<file path="config.mk">
export PLATFORM = sky130hd
export DESIGN_NAME = rc_channel_frame_parser_flat
export DESIGN_NICKNAME = d
export VERILOG_FILES = /design/src/design/rcfp_pkg.sv /design/src/design/rcfp_byte_if.sv /design/src/design/rcfp_result_if.sv /design/src/design/rcfp_cfg_if.sv /design/src/design/rc_channel_frame_parser.sv /design/src/design/rcfp_front.sv /design/src/design/rcfp_queue.sv /design/src/design/rcfp_back.sv /design/src/flat_wrapper.sv
export VERILOG_INCLUDE_DIRS = /design/src /design/src/design
export SDC_FILE = /design/constraint.sdc
export NUM_CORES = 1
export LEC_CHECK = 0
export ABC_AREA = 0
export BUFFER_PORTS_ARGS = -buffer_cell sky130_fd_sc_hd__buf_2
export CAP_MARGIN = 20
export CORE_ASPECT_RATIO = 1.1
export CORE_UTILIZATION = 34
export DETAILED_ROUTE_END_ITERATION = 8
export PLACE_DENSITY = 0.52
export SLEW_MARGIN = 20
export SYNTH_ARGS = -nofsm -noshare
export SYNTH_HDL_FRONTEND = slang
export SYNTH_SLANG_ARGS = --single-unit
</file>
<file path="constraint.sdc">
create_clock -name clk -period 35.9 [get_ports clk]
set_clock_uncertainty 0.05 [all_clocks]
set_input_delay 5.385 -clock clk [delete_from_list [all_inputs] [get_ports clk]]
set_output_delay 5.385 -clock clk [all_outputs]
set_load 0.01 [all_outputs]
</file>
<file path="src/design/rc_channel_frame_parser_assert.svh">
// ----------------------------------------------------------------------------
// rc channel frame parser assertion macros
// concurrent assertion forms used by the parser back end
// ----------------------------------------------------------------------------
`ifndef RC_CHANNEL_FRAME_PARSER_ASSERT_SVH
`define RC_CHANNEL_FRAME_PARSER_ASSERT_SVH

// same-cycle implication, disabled while reset is applied
`define RCFP_ASSERT_IMP(name, ck, rn, ante, cons) \
	name: assert property (@(posedge ck) disable iff (!rn) (ante) |-> (cons)) \
		else $error("rcfp assertion failed");

// next-cycle implication, disabled while reset is applied
`define RCFP_ASSERT_NXT(name, ck, rn, ante, cons) \
	name: assert property (@(posedge ck) disable iff (!rn) (ante) |=> (cons)) \
		else $error("rcfp assertion failed");

`endif

</file>
<file path="src/design/rcfp_pkg.sv">
// ----------------------------------------------------------------------------
// rcfp package
// frame layout constants, register codes and shared types
// ----------------------------------------------------------------------------
`default_nettype none

package rcfp_pkg;

	localparam int NUM_CHANNELS_DEF = 14;
	localparam int QUEUE_DEPTH      = 2;

	localparam int BYTE_W    = 8;
	localparam int VALUE_W   = 16;
	localparam int INDEX_W   = 4;
	localparam int POS_W     = 5;
	localparam int CFG_IDX_W = 1;

	// byte positions inside a frame
	localparam logic [POS_W-1:0] POS_HUNT     = 5'd0;
	localparam logic [POS_W-1:0] POS_CMD      = 5'd1;
	localparam logic [POS_W-1:0] POS_CH_FIRST = 5'd2;
	localparam logic [POS_W-1:0] POS_CH_LAST  = 5'd29;
	localparam logic [POS_W-1:0] POS_CHK_LO   = 5'd30;
	localparam logic [POS_W-1:0] POS_CHK_HI   = 5'd31;

	localparam logic             CHECK_ENABLE_RST = 1'b1;
	localparam logic [BYTE_W-1:0] SYNC_VALUE_RST  = 8'h20;

	typedef enum logic [CFG_IDX_W-1:0] {
		REG_CHECK_ENABLE = 1'b0,
		REG_SYNC_VALUE   = 1'b1
	} cfg_reg_t;

	// per-frame summary handed from front to back
	typedef struct packed {
		logic [BYTE_W-1:0] command;
		logic              crc_err;
	} frame_info_t;

endpackage

`default_nettype wire

</file>
<file path="src/design/rcfp_byte_if.sv">
// ----------------------------------------------------------------------------
// rcfp byte channel
// valid/ready channel carrying one received serial byte
// ----------------------------------------------------------------------------
`default_nettype none

interface rcfp_byte_if;
	import rcfp_pkg::*;

	logic              valid;
	logic              ready;
	logic [BYTE_W-1:0] rx_byte;

	modport source (output valid, output rx_byte, input ready);
	modport sink (input valid, input rx_byte, output ready);
endinterface

`default_nettype wire

</file>
<file path="src/design/rcfp_result_if.sv">
// ----------------------------------------------------------------------------
// rcfp result channel
// valid/ready channel carrying one decoded channel result
// ----------------------------------------------------------------------------
`default_nettype none

interface rcfp_result_if;
	import rcfp_pkg::*;

	logic               valid;
	logic               ready;
	logic [INDEX_W-1:0] channel_index;
	logic [VALUE_W-1:0] channel_value;
	logic [BYTE_W-1:0]  command_byte;
	logic               status;
	logic               last;

	modport source (output valid, output channel_index, output channel_value,
		output command_byte, output status, output last, input ready);
	modport sink (input valid, input channel_index, input channel_value,
		input command_byte, input status, input last, output ready);
endinterface

`default_nettype wire

</file>
<file path="src/design/rcfp_cfg_if.sv">
// ----------------------------------------------------------------------------
// rcfp configuration channel
// valid/ready register write channel: register index and write data
// ----------------------------------------------------------------------------
`default_nettype none

interface rcfp_cfg_if;
	import rcfp_pkg::*;

	logic                 valid;
	logic                 ready;
	logic [CFG_IDX_W-1:0] reg_index;
	logic [BYTE_W-1:0]    data;

	modport source (output valid, output reg_index, output data, input ready);
	modport sink (input valid, input reg_index, input data, output ready);
endinterface

`default_nettype wire

</file>
<file path="src/design/rc_channel_frame_parser.sv">
// ----------------------------------------------------------------------------
// rc channel frame parser
// serial radio-control frame decoder: 32-byte frames to channel results
// ----------------------------------------------------------------------------
// usage
//   rx     : one received byte per transaction; the parser hunts for the sync
//            byte, then collects command, channel bytes and checksum
//   result : one transaction per channel (index 0 upward, last on the final
//            one), or one transaction with status 1 on a checksum mismatch
//   cfg    : register writes, always ready; 0 = check enable, 1 = sync value
// timing
//   a byte is taken every cycle unless a closing byte meets a full queue;
//   a closing byte is pushed into the two-frame queue, and the first result
//   passes the queue and the output register; a good frame then streams one
//   result per cycle while ready is high, set by the single output register
// reset
//   parser hunts for sync, checksum checking on, sync value 0x20, queue and
//   output register empty; the channel store is not cleared
// stall
//   results hold in the output register while ready is low; bytes keep
//   flowing until a closing byte finds both queue slots full
// ----------------------------------------------------------------------------
`default_nettype none

module rc_channel_frame_parser #(
	parameter int NUM_CHANNELS = rcfp_pkg::NUM_CHANNELS_DEF
) (
	input  wire logic      clk,
	input  wire logic      arst_n,
	rcfp_byte_if.sink      rx,
	rcfp_cfg_if.sink       cfg,
	rcfp_result_if.source  result
);
	import rcfp_pkg::*;

	localparam int CHANS_W = NUM_CHANNELS * VALUE_W;
	localparam int ENTRY_W = CHANS_W + $bits(frame_info_t);

	// front to queue
	logic               push_valid;
	logic               push_ready;
	frame_info_t        push_info;
	logic [CHANS_W-1:0] push_chans;

	// queue to back
	logic               pop_valid;
	logic               pop_ready;
	logic [ENTRY_W-1:0] pop_data;
	frame_info_t        pop_info;
	logic [CHANS_W-1:0] pop_chans;

	// sync hunt, checksum and channel capture
	rcfp_front #(
		.NUM_CHANNELS(NUM_CHANNELS)
	) u_front (
		.clk        (clk),
		.arst_n     (arst_n),
		.rx         (rx),
		.cfg        (cfg),
		.push_valid (push_valid),
		.push_ready (push_ready),
		.push_info  (push_info),
		.push_chans (push_chans)
	);

	// completed frames wait here so the input waits on the output only when the queue is full
	rcfp_queue #(
		.W(ENTRY_W)
	) u_queue (
		.clk        (clk),
		.arst_n     (arst_n),
		.push_valid (push_valid),
		.push_ready (push_ready),
		.push_data  ({push_info, push_chans}),
		.pop_valid  (pop_valid),
		.pop_ready  (pop_ready),
		.pop_data   (pop_data)
	);

	assign pop_info  = frame_info_t'(pop_data[ENTRY_W-1:CHANS_W]);
	assign pop_chans = pop_data[CHANS_W-1:0];

	// result sequencing and output register
	rcfp_back #(
		.NUM_CHANNELS(NUM_CHANNELS)
	) u_back (
		.clk     (clk),
		.arst_n  (arst_n),
		.q_valid (pop_valid),
		.q_pop   (pop_ready),
		.q_info  (pop_info),
		.q_chans (pop_chans),
		.result  (result)
	);
endmodule

`default_nettype wire

</file>
<file path="src/design/rcfp_front.sv">
// ----------------------------------------------------------------------------
// rcfp front end
// sync hunt, byte position tracking, checksum and channel capture
// ----------------------------------------------------------------------------
`default_nettype none

module rcfp_front #(
	parameter int NUM_CHANNELS = rcfp_pkg::NUM_CHANNELS_DEF
) (
	input  wire logic                                      clk,
	input  wire logic                                      arst_n,
	rcfp_byte_if.sink                                      rx,
	rcfp_cfg_if.sink                                       cfg,
	output logic                                           push_valid,
	input  wire logic                                      push_ready,
	output rcfp_pkg::frame_info_t                          push_info,
	output logic [NUM_CHANNELS*rcfp_pkg::VALUE_W-1:0]      push_chans
);
	import rcfp_pkg::*;

	localparam int CH_W = (NUM_CHANNELS > 1) ? $clog2(NUM_CHANNELS) : 1;

	logic [POS_W-1:0]   pos_q;
	logic [VALUE_W-1:0] sum_q;
	logic [BYTE_W-1:0]  low_q;
	logic [BYTE_W-1:0]  cmd_q;
	logic [BYTE_W-1:0]  chk_lo_q;
	logic               check_en_q;
	logic [BYTE_W-1:0]  sync_q;
	logic [VALUE_W-1:0] store_q [NUM_CHANNELS];

	logic               accept;
	logic               in_chan;
	logic [INDEX_W-1:0] ch_pos;
	logic               ch_wr;
	logic [VALUE_W-1:0] chk_got;

	// only the closing byte needs room in the queue
	assign rx.ready  = !((pos_q == POS_CHK_HI) && !push_ready);
	assign cfg.ready = 1'b1;
	assign accept    = rx.valid && rx.ready;

	assign in_chan = (pos_q >= POS_CH_FIRST) && (pos_q <= POS_CH_LAST);
	assign ch_pos  = pos_q[POS_W-1:1] - INDEX_W'(1);
	assign ch_wr   = accept && in_chan && pos_q[0] && (ch_pos < INDEX_W'(NUM_CHANNELS));
	assign chk_got = {rx.rx_byte, chk_lo_q};

	assign push_valid        = accept && (pos_q == POS_CHK_HI);
	assign push_info.command = cmd_q;
	assign push_info.crc_err = check_en_q && (chk_got != ~sum_q);

	always_comb begin
		for (int k = 0; k < NUM_CHANNELS; k++) begin
			push_chans[k*VALUE_W +: VALUE_W] = store_q[k];
		end
	end

	// configuration registers
	always_ff @(posedge clk or negedge arst_n) begin
		if (!arst_n) begin
			check_en_q <= CHECK_ENABLE_RST;
			sync_q     <= SYNC_VALUE_RST;
		end else if (cfg.valid) begin
			unique case (cfg_reg_t'(cfg.reg_index))
				REG_CHECK_ENABLE: check_en_q <= cfg.data[0];
				REG_SYNC_VALUE:   sync_q     <= cfg.data;
				default:          ;
			endcase
		end
	end

	// frame state
	always_ff @(posedge clk or negedge arst_n) begin
		if (!arst_n) begin
			pos_q    <= POS_HUNT;
			sum_q    <= '0;
			low_q    <= '0;
			cmd_q    <= '0;
			chk_lo_q <= '0;
		end else if (accept) begin
			if (pos_q == POS_HUNT) begin
				if (rx.rx_byte == sync_q) begin
					sum_q <= VALUE_W'(rx.rx_byte);
					pos_q <= POS_CMD;
				end
			end else begin
				if (pos_q < POS_CHK_LO) begin
					sum_q <= sum_q + VALUE_W'(rx.rx_byte);
				end
				if (pos_q == POS_CMD) begin
					cmd_q <= rx.rx_byte;
				end else if (in_chan && !pos_q[0]) begin
					low_q <= rx.rx_byte;
				end else if (pos_q == POS_CHK_LO) begin
					chk_lo_q <= rx.rx_byte;
				end
				// wraps from the closing byte back to hunting
				pos_q <= pos_q + POS_W'(1);
			end
		end
	end

	// channel store, no reset
	always_ff @(posedge clk) begin
		if (ch_wr) begin
			store_q[ch_pos[CH_W-1:0]] <= {rx.rx_byte, low_q};
		end
	end
endmodule

`default_nettype wire

</file>
<file path="src/design/rcfp_queue.sv">
// ----------------------------------------------------------------------------
// rcfp frame queue
// short fifo of completed frames between front and back
// ----------------------------------------------------------------------------
`default_nettype none

module rcfp_queue #(
	parameter int W = 8
) (
	input  wire logic         clk,
	input  wire logic         arst_n,
	input  wire logic         push_valid,
	output logic              push_ready,
	input  wire logic [W-1:0] push_data,
	output logic              pop_valid,
	input  wire logic         pop_ready,
	output logic [W-1:0]      pop_data
);
	import rcfp_pkg::*;

	localparam int PTR_W = $clog2(QUEUE_DEPTH);
	localparam int CNT_W = $clog2(QUEUE_DEPTH + 1);

	logic [W-1:0]     mem_q [QUEUE_DEPTH];
	logic [PTR_W-1:0] wr_ptr_q;
	logic [PTR_W-1:0] rd_ptr_q;
	logic [CNT_W-1:0] count_q;
	logic             do_push;
	logic             do_pop;

	assign push_ready = (count_q != CNT_W'(QUEUE_DEPTH));
	assign pop_valid  = (count_q != '0);
	assign pop_data   = mem_q[rd_ptr_q];
	assign do_push    = push_valid && push_ready;
	assign do_pop     = pop_valid && pop_ready;

	always_ff @(posedge clk or negedge arst_n) begin
		if (!arst_n) begin
			wr_ptr_q <= '0;
			rd_ptr_q <= '0;
			count_q  <= '0;
		end else begin
			if (do_push) begin
				wr_ptr_q <= (wr_ptr_q == PTR_W'(QUEUE_DEPTH - 1)) ? '0 : wr_ptr_q + PTR_W'(1);
			end
			if (do_pop) begin
				rd_ptr_q <= (rd_ptr_q == PTR_W'(QUEUE_DEPTH - 1)) ? '0 : rd_ptr_q + PTR_W'(1);
			end
			if (do_push && !do_pop) begin
				count_q <= count_q + CNT_W'(1);
			end else if (do_pop && !do_push) begin
				count_q <= count_q - CNT_W'(1);
			end
		end
	end

	always_ff @(posedge clk) begin
		if (do_push) begin
			mem_q[wr_ptr_q] <= push_data;
		end
	end
endmodule

`default_nettype wire

</file>
<file path="src/design/rcfp_back.sv">
// ----------------------------------------------------------------------------
// rcfp back end
// walks a queued frame and emits its channel results, or one error result
// ----------------------------------------------------------------------------
`default_nettype none
`include "rc_channel_frame_parser_assert.svh"

module rcfp_back #(
	parameter int NUM_CHANNELS = rcfp_pkg::NUM_CHANNELS_DEF
) (
	input  wire logic                                        clk,
	input  wire logic                                        arst_n,
	input  wire logic                                        q_valid,
	output logic                                             q_pop,
	input  wire rcfp_pkg::frame_info_t                       q_info,
	input  wire logic [NUM_CHANNELS*rcfp_pkg::VALUE_W-1:0]   q_chans,
	rcfp_result_if.source                                    result
);
	import rcfp_pkg::*;

	localparam int CH_W = (NUM_CHANNELS > 1) ? $clog2(NUM_CHANNELS) : 1;

	logic [CH_W-1:0]    idx_q;
	logic               out_valid_q;
	logic [INDEX_W-1:0] out_index_q;
	logic [VALUE_W-1:0] out_value_q;
	logic [BYTE_W-1:0]  out_cmd_q;
	logic               out_status_q;
	logic               out_last_q;

	logic [VALUE_W-1:0] chan_arr [NUM_CHANNELS];
	logic               load;
	logic               cur_last;

	always_comb begin
		for (int k = 0; k < NUM_CHANNELS; k++) begin
			chan_arr[k] = q_chans[k*VALUE_W +: VALUE_W];
		end
	end

	assign load     = q_valid && (!out_valid_q || result.ready);
	assign cur_last = q_info.crc_err || (idx_q == CH_W'(NUM_CHANNELS - 1));
	assign q_pop    = load && cur_last;

	always_ff @(posedge clk or negedge arst_n) begin
		if (!arst_n) begin
			idx_q       <= '0;
			out_valid_q <= 1'b0;
		end else if (load) begin
			out_valid_q <= 1'b1;
			idx_q       <= cur_last ? '0 : idx_q + CH_W'(1);
		end else if (result.ready) begin
			out_valid_q <= 1'b0;
		end
	end

	always_ff @(posedge clk) begin
		if (load) begin
			out_index_q  <= q_info.crc_err ? '0 : INDEX_W'(idx_q);
			out_value_q  <= q_info.crc_err ? '0 : chan_arr[idx_q];
			out_cmd_q    <= q_info.command;
			out_status_q <= q_info.crc_err;
			out_last_q   <= cur_last;
		end
	end

	assign result.valid         = out_valid_q;
	assign result.channel_index = out_index_q;
	assign result.channel_value = out_value_q;
	assign result.command_byte  = out_cmd_q;
	assign result.status        = out_status_q;
	assign result.last          = out_last_q;

	`RCFP_ASSERT_IMP(a_err_single, clk, arst_n, out_valid_q && out_status_q,
		out_last_q && (out_index_q == '0) && (out_value_q == '0))
	`RCFP_ASSERT_IMP(a_index_range, clk, arst_n, out_valid_q,
		out_index_q < INDEX_W'(NUM_CHANNELS))
	`RCFP_ASSERT_IMP(a_last_at_end, clk, arst_n, out_valid_q && out_last_q && !out_status_q,
		out_index_q == INDEX_W'(NUM_CHANNELS - 1))
	`RCFP_ASSERT_NXT(a_pop_rewinds, clk, arst_n, q_pop, idx_q == '0)
endmodule

`default_nettype wire

</file>
<file path="src/flat_wrapper.sv">
// flat-port wrapper written by rule: the top's interface ports become plain ports
module rc_channel_frame_parser_flat import rcfp_pkg::*;
#(
	parameter int NUM_CHANNELS = rcfp_pkg::NUM_CHANNELS_DEF
)
  (clk, arst_n, rx_valid, rx_rx_byte, rx_ready, cfg_valid, cfg_reg_index, cfg_data, cfg_ready, result_valid, result_channel_index, result_channel_value, result_command_byte, result_status, result_last, result_ready);
  rcfp_byte_if rx_i ();
  rcfp_cfg_if cfg_i ();
  rcfp_result_if result_i ();
  input  wire logic clk;
  input  wire logic arst_n;
  input wire logic [$bits(rx_i.valid)-1:0] rx_valid;
  input wire logic [$bits(rx_i.rx_byte)-1:0] rx_rx_byte;
  output wire logic [$bits(rx_i.ready)-1:0] rx_ready;
  input wire logic [$bits(cfg_i.valid)-1:0] cfg_valid;
  input wire logic [$bits(cfg_i.reg_index)-1:0] cfg_reg_index;
  input wire logic [$bits(cfg_i.data)-1:0] cfg_data;
  output wire logic [$bits(cfg_i.ready)-1:0] cfg_ready;
  output wire logic [$bits(result_i.valid)-1:0] result_valid;
  output wire logic [$bits(result_i.channel_index)-1:0] result_channel_index;
  output wire logic [$bits(result_i.channel_value)-1:0] result_channel_value;
  output wire logic [$bits(result_i.command_byte)-1:0] result_command_byte;
  output wire logic [$bits(result_i.status)-1:0] result_status;
  output wire logic [$bits(result_i.last)-1:0] result_last;
  input wire logic [$bits(result_i.ready)-1:0] result_ready;
  assign rx_i.valid = rx_valid;
  assign rx_i.rx_byte = rx_rx_byte;
  assign rx_ready = rx_i.ready;
  assign cfg_i.valid = cfg_valid;
  assign cfg_i.reg_index = cfg_reg_index;
  assign cfg_i.data = cfg_data;
  assign cfg_ready = cfg_i.ready;
  assign result_valid = result_i.valid;
  assign result_channel_index = result_i.channel_index;
  assign result_channel_value = result_i.channel_value;
  assign result_command_byte = result_i.command_byte;
  assign result_status = result_i.status;
  assign result_last = result_i.last;
  assign result_i.ready = result_ready;
  rc_channel_frame_parser #(.NUM_CHANNELS(NUM_CHANNELS)) u_core (.clk(clk), .arst_n(arst_n), .rx(rx_i), .cfg(cfg_i), .result(result_i));
endmodule
</file>
==> results of run 1 <==
==> through the flow <==
stage | cell area, µm² | total power (µW) | instances
2_1_floorplan | 29100 | 1550 | 1370
3_5_place_dp | 30800 | 1740 | 2537
4_1_cts | 33500 | 2580 | 2689
3_3_place_gp | 30800 | 1740 | 2537
5_1_grt | 33500 | 2660 | 2690
6_report | 33500 | 2550 | 2690
==> area by class of cell <==
cell class	instances	area, µm²
Clock buffer	106	2200
Clock inverter	46	458
Fill cell	7536	51300
Inverter	29	109
Multi-Input combinational cell	505	5590
Sequential cell	783	23200
Tap cell	1140	1430
Timing Repair Buffer	81	520
==> synth_stat cells (2+ instances only) <==
cell type | instances | area share (%)
nand3b_1 | 2 | 0.052
o31ai_1 | 3 | 0.077
clkinv_1 | 13 | 0.17
buf_12 | 2 | 0.14
dfstp_2 | 2 | 0.18
buf_2 | 15 | 0.26
mux4_2 | 125 | 9.7
nand3_1 | 9 | 0.15
inv_1 | 15 | 0.19
nor2_1 | 26 | 0.34
xor2_1 | 22 | 0.66
clkbuf_1 | 23 | 0.30
or3_1 | 2 | 0.043
nor2b_1 | 3 | 0.064
mux4_1 | 3 | 0.27
o2111ai_1 | 4 | 0.12
a31oi_1 | 13 | 0.28
a211oi_1 | 2 | 0.052
mux2_2 | 52 | 2.0
and3_1 | 4 | 0.086
nor4_1 | 6 | 0.13
and2_1 | 6 | 0.13
buf_4 | 5 | 0.13
nand2_1 | 63 | 0.81
o211ai_1 | 3 | 0.077
ha_1 | 21 | 0.90
nor3_1 | 7 | 0.12
o22ai_1 | 16 | 0.34
buf_6 | 3 | 0.12
nand4_1 | 5 | 0.11
nand2b_1 | 4 | 0.086
o21ai_0 | 19 | 0.33
edfxtp_1 | 720 | 74
xnor2_1 | 12 | 0.36
dfrtp_1 | 61 | 5.2
buf_1 | 4 | 0.052
a21oi_1 | 46 | 0.79
a31o_2 | 2 | 0.060
a21o_1 | 5 | 0.13
nor4b_1 | 2 | 0.060
==> registers in the layout (all words and copies together) (netlist names) <==
signal / count
u_core.u_front.sync_q: 8
u_core.u_front.store_q: 224
u_core.u_back.result.command_byte: 8
u_core.u_back.result.valid: 1
u_core.u_queue.mem_q: 466
u_core.u_queue.rd_ptr_q: 1
u_core.u_front.cmd_q: 8
u_core.u_back.result.channel_value: 16
u_core.u_queue.count_q: 2
u_core.u_front.check_en_q: 1
u_core.u_front.sum_q: 16
u_core.u_back.idx_q: 4
u_core.u_back.result.status: 1
u_core.u_front.chk_lo_q: 8
u_core.u_front.low_q: 8
u_core.u_front.pos_q: 5
u_core.u_queue.wr_ptr_q: 1
u_core.u_back.result.channel_index: 4
u_core.u_back.result.last: 1
==> worst max-delay path, cell delays in order <==
cell,delay [ps]
buf_2,120
nand2_1,50
a21oi_1,310
nor2b_4,240
buf_12,650
buf_4,950
==> power breakdown <==
group / internal [µW] / switching [µW] / total [µW]
clock network: 492 / 341 / 834
logic: 238 / 288 / 526
registers: 1090 / 96.6 / 1190
==> kinds of logic (layout without fill, tap and decap cells) <==
| group | count (synthesis) | after routing | share of synthesized area (%) |
|---|---|---|---|
| other | 1 | 1 | 0.0129 |
| DFF | 783 | 783 | 79.7 |
| adders and majority gates | 22 | 22 | 0.971 |
| muxes | 181 | 181 | 12.0 |
| buffers and inverters | 82 | 262 | 1.41 |
| AOI/OAI and AO/OA | 121 | 121 | 2.49 |
| xor gates and xnor gates | 34 | 34 | 1.02 |
| and+or+nand+nor | 146 | 146 | 2.44 |
==> worst max path at each step <==
stage	endpoint
2_1_floorplan	u_core.u_queue.mem_q[0][0]$_DFFE_PP_
3_3_place_gp	u_core.u_queue.mem_q[0][187]$_DFFE_PP_
3_5_place_dp	u_core.u_queue.mem_q[0][187]$_DFFE_PP_
4_1_cts	u_core.u_queue.mem_q[0][161]$_DFFE_PP_
5_1_grt	u_core.u_queue.mem_q[0][177]$_DFFE_PP_
6_report	u_core.u_queue.mem_q[0][161]$_DFFE_PP_
==> metal layers <==
| metal | global-route usage (%) | vias up | share of wire [%] |
|---|---|---|---|
| met5 | 0 | - | 0 |
| met4 | 4.05 | 0 | 2.3 |
| met3 | 3.14 | 97 | 4.9 |
| met2 | 23.4 | 297 | 49 |
| met1 | 19.3 | 7043 | 44 |
| li1 | - | 5789 | - |
==> results.md, run 1 <==
- Status: complete, no violations
- Top FF cell, synth: edfxtp_1
- Tcrit/Tclk final: 21.5%
- Cells on worst reg2reg path: 8
- Post-synth EDFFs: 720
- Final Wtd Congestion: 0.736
- Slew Limit Fails: 0
- Final Setup Violations: 0
- Num rows: 112
- CTS tree: yes
- DRC Markers: 0
- Hold path startpoint: u_core.u_front.store_q[11][11]$_DFFE_PP_
- Sequential area share after synthesis: 79.7%
- Post-CTS resize count: 0
- Routed WL per cell: 22.6 µm
- Netlist cell types: 60
- Clk_lat worst skew: 620 ps
- Starting Density: 34.3%
- TritonRoute pass-1 iters: 5
- Largest net degree at the start of global routing: 183
- Fin Hold WS: 386 ps
- Crit path required time: 36060 ps
- Max VDD drop: 0.0000509 V
- Core Box Area: 84800 µm²
- Detailed Place HPWL: 32900 µm
- Post-layout util: 39.5%
- ANT nets after route: 0
- All-Layer GR Usage: 14.4%
- Synth Register Bits: 783
- CP max FO: 158
- Netlist Area Pre-Place: 29100 µm²
- Max frequency: 0.129 GHz
- Diode count: 0
- Commonest non-fill, non-tap cell in the layout: edfxtp_1
- Commonest non-fill, non-tap cells in the layout: edfxtp_1 (720), mux4_2 (125), clkbuf_16 (83)
- Syn Inst Count: 1370
- Total number of vias: 13200
- Setup CP Type: in -> reg
- P&R area growth vs syn: 15.1%
- Arr. time, crit path: 7900 ps
- Routed vias/inst: 4.92
- Post-CTS setup buffer count: 0
- Hold Violations, Final: 0
- Root buf cell: clkbuf_16
- Setup crit start kind: input port
- Nets@finish: 1526
- Vias in the first global route: 14100
- RSZ-0062 raised after global routing: no
- Leak pwr: 0.0109 µW
- Maxcap violations: 0
- Die Height: 309 µm
- R2r setup slk: 31890 ps
- Least-Margin Pin Slew: 1090 ps
- Slew margin rel.: 27.4%
- GRT overflow: 0
- Tmin final: 7740 ps
- Synth warnings: 0
- Clock-pin slew on the worst setup and hold paths: 60 ps
- Port Buffers: 53
- Hold path cells: 0
- FF-to-FF Start: u_core.u_front.pos_q[1]$_DFFE_PN0P_
- CTS buffer count: 82
- FFs w/ async S/R, synth: 8.05%
- CP Capture Type: flop
- Drt total wl: 60800 µm
- R2R Path End: u_core.u_queue.mem_q[0][161]$_DFFE_PP_
- Sum Neg Setup Slack: 0 ps
- PwrDens: 76.0 nW/µm²
- 1st-iter DRT viols: 966
- Avg Cell Area, Syn: 21.3 µm²
- First-pass GRT wire length: 90900 µm
- CTS Buffer Depth: 3
- Sink of the worst hold path: u_core.u_queue.mem_q[1][187]$_DFFE_PP_
- Launch point of the critical path: rx_valid
- Die Area: 86800 µm²
- Initial antenna violation count: 4
- Die W: 281 µm
- Ratio of cells with drive above 1 in the final layout: 26.3%
- Post-synth net total: 1414
- Post-CTS Hold Buffers: 0
- Fin worst setup slack: 28160 ps
- Hold Path Class: reg -> reg
- Io pins: 55
- Dpl ws: 27490 ps
- Clk sinks: 783
- Max H-tree Level: 3
Power figures use the tool's default switching activity.
==> run 2, diff against run 1 <==
- PLACE_DENSITY: 0.52 -> 0.54
- clock period: 35.9 -> 6.55 ns (I/O delays scaled with it)
==> run 2 against run 1 <==
Effect of this change:
- non-clock buffer count is 7 higher
- clock power grew to 5.2 times the previous value
- final area is 0.38% lower
- global-route usage is 0.052 points lower
- sequential cell count stayed put
- combinational power grew to 5.4 times the previous value
- utilization is 0.15 points lower
- count of clock-buffer cells in the layout is 2 higher
- critical path type is now reg -> reg
- critical endpoint is now u_core.u_front.store_q[0][14]$_DFFE_PP_
- largest cell class unchanged
- largest power group unchanged
==> results.md, run 2 (synthesis results as in run 1) <==
- Status: complete, no violations
- Clk_lat worst skew: 620 ps
- Clk sinks: 783
- Tmin final: 3670 ps
- Clock-pin slew on the worst setup and hold paths: 60 ps
- FF-to-FF Start: u_core.u_front.pos_q[1]$_DFFE_PN0P_
- CP Capture Type: flop
- RSZ-0062 raised after global routing: no
- GRT overflow: 0
- Design area: 33400 µm²
- Total number of vias: 13300
- ANT nets after route: 0
- R2r setup slk: 2880 ps
- Io pins: 55
- Slew Limit Fails: 0
- Dpl ws: 2880 ps
- Port Buffers: 53
- Core Box Area: 84800 µm²
- Hold path cells: 0
- Fin worst setup slack: 2880 ps
- Leak pwr: 0.0108 µW
- Non-Filler Instances: 2692
- Root buf cell: clkbuf_16
- Crit-path slowest cell: nor2_2
- Max H-tree Level: 3
- Commonest non-fill, non-tap cells in the layout: edfxtp_1 (720), mux4_2 (125), clkbuf_16 (83)
- Slew margin rel.: 27.9%
- Post-CTS setup buffer count: 0
- Post-CTS resize count: 0
- PwrDens: 411 nW/µm²
- Placed inst area: 30900 µm²
- Largest net degree at the start of global routing: 142
- Die Area: 86800 µm²
- CTS Buffer Depth: 3
- Max frequency: 0.273 GHz
- Commonest non-fill, non-tap cell in the layout: edfxtp_1
- Final Wtd Congestion: 0.787
- Diode count: 0
- Routed WL per cell: 22.7 µm
- Initial antenna violation count: 2
- Crit path required time: 6800 ps
- Hold path startpoint: u_core.u_front.store_q[0][14]$_DFFE_PP_
- DP Cell Count: 2545
- All-Layer GR Usage: 14.3%
- Routed vias/inst: 4.94
- CTS buffer count: 81
- Nets@finish: 1532
- DRC Markers: 0
- Least-Margin Pin Slew: 1080 ps
- Die Height: 309 µm
- Sum Neg Setup Slack: 0 ps
- Drt total wl: 61100 µm
- Detailed Place HPWL: 33700 µm
- R2R Path End: u_core.u_front.store_q[0][14]$_DFFE_PP_
- Vias in the first global route: 14200
- Hold Path Class: reg -> reg
- Post-CTS Hold Buffers: 0
- Maxcap violations: 0
- Cells on worst reg2reg path: 8
- Sink of the worst hold path: u_core.u_queue.mem_q[0][14]$_DFFE_PP_
- First-pass GRT wire length: 91100 µm
- Max incr delay on CP: 870 ps
- Top reg by flops: u_core.u_queue.mem_q
- Max reg flops: 466
- Max VDD drop: 0.000301 V
- CTS tree: yes
- P&R area growth vs syn: 14.7%
- Tcrit/Tclk final: 56.0%
- 1st-iter DRT viols: 903
- Starting Density: 34.3%
- Die W: 281 µm
- CP max FO: 9
- Arr. time, crit path: 3910 ps
- Ratio of cells with drive above 1 in the final layout: 25.8%
- Hold Violations, Final: 0
- CP Cell Sequence: inv_1, ha_1, a21oi_1, a211oi_1, a31oi_1, o2111ai_1, nor2_2, buf_4
- Setup crit start kind: flop
- TritonRoute pass-1 iters: 5
- Setup CP Type: reg -> reg
- Final Setup Violations: 0
- Num rows: 112
## run 2: changes by cell type in the layout (fill, tap and decap cells not counted), moves of 2 or more
cell / delta
buf_4: +7
clkbuf_1: +5
bufinv_16: -4
clkinv_1: +4
clkbuf_8: -3
inv_6: -3
clkinv_2: -2
clkinvlp_4: -2
nor2_2: +2
nor2_4: -2
## run 2: power breakdown
group	total, µW	switching, µW	internal, µW
combinational	2850	1540	1320
clock	4350	1840	2500
sequential	6510	537	5980
## run 2: worst max path at each step
| stage | startpoint | endpoint | slack [ps] | cells past startpoint |
|---|---|---|---|---|
| after detailed placement | u_core.u_front.pos_q[1]$_DFFE_PN0P_ | u_core.u_front.store_q[0][11]$_DFFE_PP_ | 2880 | 8 |
| after floorplan | rx_valid | u_core.u_queue.mem_q[0][0]$_DFFE_PP_ | 1220 | 3 |
| final | u_core.u_front.pos_q[1]$_DFFE_PN0P_ | u_core.u_front.store_q[0][14]$_DFFE_PP_ | 2880 | 8 |
| after global routing | u_core.u_front.pos_q[2]$_DFFE_PN0P_ | u_core.u_front.store_q[0][13]$_DFFE_PP_ | 2730 | 8 |
| after CTS | u_core.u_front.pos_q[1]$_DFFE_PN0P_ | u_core.u_front.store_q[0][13]$_DFFE_PP_ | 2870 | 8 |
| after global placement | u_core.u_front.pos_q[1]$_DFFE_PN0P_ | u_core.u_front.store_q[0][9]$_DFFE_PP_ | 2970 | 8 |
## run 2: routing by layer
layer / part of all wire [%] / vias to the layer above / GRT usage, %
met5: 0 / - / 0
met3: 3.9 / 81 / 2.09
met1: 45 / 7107 / 19.7
met4: 1.8 / 0 / 4.08
met2: 49 / 308 / 23.6
li1: - / 5802 / -
## run 2: per-stage QoR
| stage | total power [µW] | util (%) | hold WS (ps) |
|---|---|---|---|
| after CTS | 13900 | 39.4 | 387 |
| after floorplan | 8480 | - | 371 |
| final | 13700 | 39.4 | 382 |
| after global routing | 14300 | 39.4 | 395 |
| after detailed placement | 9540 | 36.4 | 379 |
| after global placement | 9510 | 36.4 | 372 |
## run 2: layout make-up
cell class                 instances  area, µm²
fill                            7561      51400
clock inverter                    39        318
timing repair buffer              88        566
tap                             1140       1430
sequential                       783      23200
clock buffer                     108       2180
inverter                          29        109
multi-input combinational        505       5580
## run 2: critical path, delay by kind of cell, from the launching register on
family / cells / cell delay [ps]
AOI/OAI and AO/OA: 4 / 1130
buffers and inverters: 2 / 550
and+or+nand+nor: 1 / 870
adders and majority gates: 1 / 240
DFF: 1 / 510
